$ cat src/rtl/efk_pkg.sv
// Shared types, widths and helpers for the exact-fill knapsack engine.
`timescale 1ns / 1ps
`default_nettype none
package efk_pkg;
    localparam int MAX_CAPACITY = 4096;
    localparam int DEPTH        = MAX_CAPACITY + 1;
    localparam int ADDR_W       = $clog2(DEPTH);
    localparam int CAP_W        = 13;
    localparam int VALUE_W      = 31;
    localparam int WEIGHT_W     = 16;
    localparam int BEST_W       = 44;
    localparam int OUT_W        = 43;
    localparam int ENTRY_W      = BEST_W + 1;
    localparam int IN_TDATA_W   = ((VALUE_W + WEIGHT_W + 7) / 8) * 8;
    localparam int OUT_TDATA_W  = ((OUT_W + 7) / 8) * 8;

    // One queued item after classification.
    typedef struct packed {
        logic [VALUE_W-1:0] value;
        logic [ADDR_W-1:0]  weight;
        logic               active;
        logic               last;
    } t_item;

    // Saturate the capacity register to the table range.
    function automatic logic [ADDR_W-1:0] eff_cap(input logic [CAP_W-1:0] c);
        if (32'(c) > MAX_CAPACITY) begin
            eff_cap = ADDR_W'(MAX_CAPACITY);
        end else begin
            eff_cap = ADDR_W'(c);
        end
    endfunction
endpackage
`default_nettype wire

$ cat src/rtl/efk_front.sv
// Front end: accept items, classify them against the capacity, queue them.
`timescale 1ns / 1ps
`default_nettype none
module efk_front
    import efk_pkg::*;
(
    input  wire logic                  i_clk,
    input  wire logic                  i_rst_n,
    input  wire logic [ADDR_W-1:0]     i_cap,
    input  wire logic                  i_hold,
    input  wire logic                  i_valid,
    output logic                       o_ready,
    input  wire logic [VALUE_W-1:0]    i_value,
    input  wire logic [WEIGHT_W-1:0]   i_weight,
    input  wire logic                  i_last,
    output logic                       o_item_valid,
    output t_item                      o_item,
    input  wire logic                  i_pop
);
    t_item      r_q [2];
    logic       r_wptr, r_rptr;
    logic [1:0] r_count;
    logic       w_push;
    t_item      w_item;

    assign o_ready      = (r_count != 2'd2) && !i_hold;
    assign w_push       = i_valid && o_ready;
    assign o_item_valid = (r_count != 2'd0);
    assign o_item       = r_q[r_rptr];

    // Classify: zero weight or heavier than capacity is ignored.
    always_comb begin
        w_item.value  = i_value;
        w_item.weight = i_weight[ADDR_W-1:0];
        w_item.active = (i_weight != '0) && (i_weight <= WEIGHT_W'(i_cap));
        w_item.last   = i_last;
    end

    always_ff @(posedge i_clk) begin
        if (w_push) begin
            r_q[r_wptr] <= w_item;
        end
    end

    always_ff @(posedge i_clk) begin
        if (!i_rst_n) begin
            r_wptr  <= 1'b0;
            r_rptr  <= 1'b0;
            r_count <= 2'd0;
        end else begin
            if (w_push) begin
                r_wptr <= !r_wptr;
            end
            if (i_pop) begin
                r_rptr <= !r_rptr;
            end
            r_count <= r_count + 2'(w_push) - 2'(i_pop);
        end
    end
endmodule
`default_nettype wire

$ cat config.mk
export PLATFORM = sky130hd
export DESIGN_NAME = efk_front
export DESIGN_NICKNAME = d
export VERILOG_FILES = /design/src/rtl/efk_pkg.sv /design/src/rtl/efk_front.sv
export SDC_FILE = /design/constraint.sdc
export NUM_CORES = 1
export LEC_CHECK = 0
export BUFFER_PORTS_ARGS = -buffer_cell sky130_fd_sc_hd__buf_2
export CORE_MARGIN = 2
export CORE_UTILIZATION = 36
export DETAILED_ROUTE_END_ITERATION = 8
export MAX_ROUTING_LAYER = met4
export PLACE_DENSITY = 0.71
export SKIP_CTS_REPAIR_TIMING = 1
export SLEW_MARGIN = 20
export SYNTH_ARGS = -nofsm -noshare
export SYNTH_HDL_FRONTEND = slang
export SYNTH_SLANG_ARGS = --single-unit
$ cat constraint.sdc
create_clock -name i_clk -period 8.7 [get_ports i_clk]
set_input_delay 1.305 -clock i_clk [delete_from_list [all_inputs] [get_ports i_clk]]
set_output_delay 1.305 -clock i_clk [all_outputs]
set_load 0.01 [all_outputs]
# == Word level (Yosys, flattened, before mapping) ==
# Memory sizes are Yosys's and may differ from the RTL's. A register that Yosys moved wholly into a read port is not among the register bits.
# Index checks and enable logic that the tools add are counted.
# totals
ff_bits,4
latch_bits,0
inputBits,66
ramBits,92
word_cells,20
n_memories,1
output_inout_bits,48
romBits,0
# op_classes
eq_ne,1
mux,4
n_div,0
shift,0
bitwise,0
mul,0
n_addsub,2
reduce_logical,8
order_cmp,1
# mem_list
name,depth,word_bits,read_ports,rd_clocked_by_memory_dff,write_ports,line,text
r_q,2,46,1,1,1,efk_front.sv:20,t_item r_q [2];
# op_table
op,n
16-bit by 13-bit <= comparator with 1-bit output,1
16-bit nonzero test,1
1-bit 2-to-1 mux,4
1-bit logical AND,3
1-bit zero test,3
2-bit by 1-bit adder with 2-bit output,1
2-bit inequality test (second input constant),1
2-bit nonzero test,1
2-bit by 1-bit subtractor with 2-bit output,1

# == Longest topological paths before layout ==
# depth
word_depth,5
ltp_mapped,9
ltp_nobuf,9

# == Least setup slack after synthesis ==
# OpenSTA, ideal clock, no wires.
# synth_timing
kind,input to register
startpoint,in i_hold
endpoint,"mem r_q[0][0] in the netlist's numbering, enable pin"
cell_stages,3
required_ns,8.250
path_buffers,0
setup_time_ns,0.450
arrival_ns,3.688
setup_slack_ns,4.563
path_cell_list,a21oi_1 nand2_1 nor2_1
# synth_between
elab_chain_cells,5
# synth_lines
element,line,text
"start, declared",efk_front.sv:10,"input wire logic i_hold,"
1-bit zero test,efk_front.sv:26,assign o_ready = (r_count != 2'd2) && !i_hold;
1-bit logical AND,efk_front.sv:26,
1-bit logical AND,efk_front.sv:27,assign w_push = i_valid && o_ready;
1-bit 2-to-1 mux,efk_front.sv:40,if (w_push) begin
1-bit 2-to-1 mux (not written as such),efk_front.sv:41,r_q[r_wptr] <= w_item;
"end, declared",efk_front.sv:20,
# No other way between the ends.

# == Final worst setup path ==
# layout_timing
startpoint,in i_hold
endpoint,out o_ready
# layout_between
elab_chain_cells,2
# layout_lines
element,line,text
1-bit zero test,efk_front.sv:26,
1-bit logical AND,efk_front.sv:26,
"end, declared",efk_front.sv:12,"output logic o_ready,"
# No other way between the ends.

==> impl_results.md <==
- Routed len/inst: 13.9 um
- Maximum clock frequency: 324 MHz
- Setup crit start kind: input port
- Setup tns final: 0 ns
- Sequential-to-total area share from yosys stat: 0.733
- Starting Density: 0.365
- RSZ-0062 raised after global routing: false
- Die Wd: 108 um
- Met1 wire length: 2720 um
- Endpoint class of the critical path: output pin
- Antenna Nets Post-Route: 0
- DR top layer: met4
- Final Wtd Congestion: 0.744
- Critical path class: input port to output pin
- Final non-filler cell total: 486
- Power per Cell Area: 198 nW/um^2
- Drt total wl: 6730 um
- Crit path max fanout: 3
- Total power: 956 uW
- Netlist Area Pre-Place: 3910 um^2
- Syn_area_per_cell: 17.7 um^2
- Routed vias: 2223
- Hpwl dp: 4640 um
- Area growth, synth to finish: 23.5%
- Die height: 108 um
- Drt pass-1 iters: 4
- Grt ovf: 0
- Hold/Removal Path Class: register to register
- Die area: 11700 um^2
- Status: finished clean
- # rows: 38
- Mapped Nets: 302
- Max clock buf depth: 2
- Max Slew Vio Count: 0
- Core ar.: 10700 um^2
- Maxcap violations: 0
- Port Buffers: 113
- DR iter-0 viols: 54
- Mapped Cells: 221
- Final worst path period share: 0.355
- Reg area: 2870 um^2
- First-pass GRT wire length: 10300 um
- Minimum clock period: 3.09 ns
- Relative slew slack: 0.544
- Final-report setup violation count: 0
- Final nets: 422
- Worst slew pin tran: 0.682 ns
- Utilization after layout: 0.451
- Placed cells: 470
- Combinational power share: 0.134
- Net Sw Frac: 0.228
- WL met2: 3460 um
- Io pins: 114
- Net Switching: 218 uW
- DRC errors left: 0
- Peak supply drop: 0.0732 mV
- Fillers: 980
- Int Power: 739 uW
- CTS tree: built
- Fin Clk Skew: 0.00561 ns
- Latest clock arrival within the worst-skew pair: 0.35 ns
- Clock share of power: 0.282
- TritonCTS Buffers: 9
- Met3 WL: 424 um
- Area of the multi-input gates: 973 um^2
- Layout cells sized above 1: 0.514
- CTS clk-pin slew, worst paths: 0.08 ns
- Total GRT Usage: 0.121
- Largest net degree at the start of global routing: 47
- Initial antenna violation count: 0
- Vias in the first global route: 2235
- H-tree depth: 3
- Antenna diode count: 0
- Critical path data required time: 7.39 ns
- Root buf cell: clkbuf_8
- Flops & latches, synth: 97
- Flop pwr share: 0.583
- WP data arrival: 1.78 ns
- Lkg Pwr: 0.00188 uW
- Synth unique cells: 28
- Synth Warn #: 0
- Clock Sinks: 97
- DR vias/cell: 4.57
- Final hold violation count: 0
[metal layers]
layer	GRT usage	vias up
met4	0.0595	0
met3	0.0410	9
li1	-	1071
met1	0.130	1068
met2	0.201	75
met5	-	-
[Yosys cell counts]
library cell	instances	share of area
nand3_1	2	0.0026
and3_1	1	0.0016
nor2b_1	1	0.0016
a211oi_1	1	0.0019
xor2_1	1	0.0022
or2_2	1	0.0016
xnor2_1	3	0.0067
nand4_1	2	0.0032
a21oi_2	1	0.0022
mux2_2	46	0.13
nand2_1	5	0.0048
a21o_1	1	0.0019
a211o_1	1	0.0022
edfxtp_1	92	0.71
nor3_1	2	0.0026
clkbuf_1	1	0.00096
a21oi_1	5	0.0064
or3_1	1	0.0016
o21ai_0	1	0.0013
dfxtp_1	5	0.026
and2_1	6	0.0096
or3_4	1	0.0029
nor2_1	2	0.0019
buf_2	4	0.0051
nor4_1	3	0.0048
o22ai_1	1	0.0016
inv_1	16	0.015
ha_1	15	0.048
[worst paths after layout]
| check | start | endpoint | slack [ns] | cells past startpoint |
|---|---|---|---|---|
| max reg2reg | r_count[0] | r_q[0][0] | 6.53 | 5 |
| min reg2reg | r_rptr | register | 0.58 | 2 |
| min | r_rptr | register | 0.58 | 2 |
| max | i_hold | o_ready | 5.61 | 3 |
[sequential cells by signal (all words and copies together), names as in the netlist, named ones only]
name	cells
r_q	92
r_count	2
r_rptr	1
r_wptr	1
[metrics by stage]
step | instance area (um^2) | hold WS, ns | setup WS [ns]
2_1_floorplan | 3910 | 0.555 | 4.56
3_3_place_gp | 4640 | 0.561 | 5.56
3_5_place_dp | 4640 | 0.565 | 5.52
4_1_cts | 4820 | 0.583 | 5.29
5_1_grt | 4830 | 0.603 | 5.55
6_report | 4830 | 0.578 | 5.61
[cells in the final DEF, fill, tap and decap left out, drive strengths merged]
master	instances
buf	114
edfxtp	92
mux2	46
inv	16
ha	15
clkbuf	12
and2	6
a21oi	6
nand2	5
dfxtp	5
nor4	3
xnor2	3
clkinv	3
nand3	2
nand4	2
nor3	2
nor2	2
or3	2
nor2b	1
o21ai	1
a21o	1
a211oi	1
o22ai	1
a211o	1
or2	1
xor2	1
and3	1
bufinv	1
[layout make-up]
cell class                 count  share of cell area
clock buffer                  12              0.0280
tap                          140              0.0363
sequential                    97               0.594
clock inverter                 4             0.00907
timing repair buffer         114               0.119
multi-input combinational    103               0.202
inverter                      16              0.0124
[cells by family after synthesis]
family,after synthesis,synth area share
AND/OR/NAND/NOR,27,0.0388
AO/OA/AOI/OAI,11,0.0176
XOR/XNOR,4,0.00897
buffers and inverters,21,0.0215
multiplexers,46,0.133
adder cells (fa/ha/maj),15,0.0480
flip-flops,97,0.733
[power by group through the flow]
| stage | sequential, uW | clock [uW] | combinational [uW] |
|---|---|---|---|
| detailed placement | 570 | 0 | 131 |
| floorplan | 559 | 0 | 82.2 |
| global route | 561 | 301 | 143 |
| global placement | 568 | 0 | 129 |
| finish | 558 | 270 | 128 |
| CTS | 559 | 283 | 131 |
[worst max-delay path, cell delays in order]
cell and delay, ns:
buf_2 0.10, a21oi_1 0.20, buf_2 0.18
No activity file was read; power rests on OpenSTA's default activity.
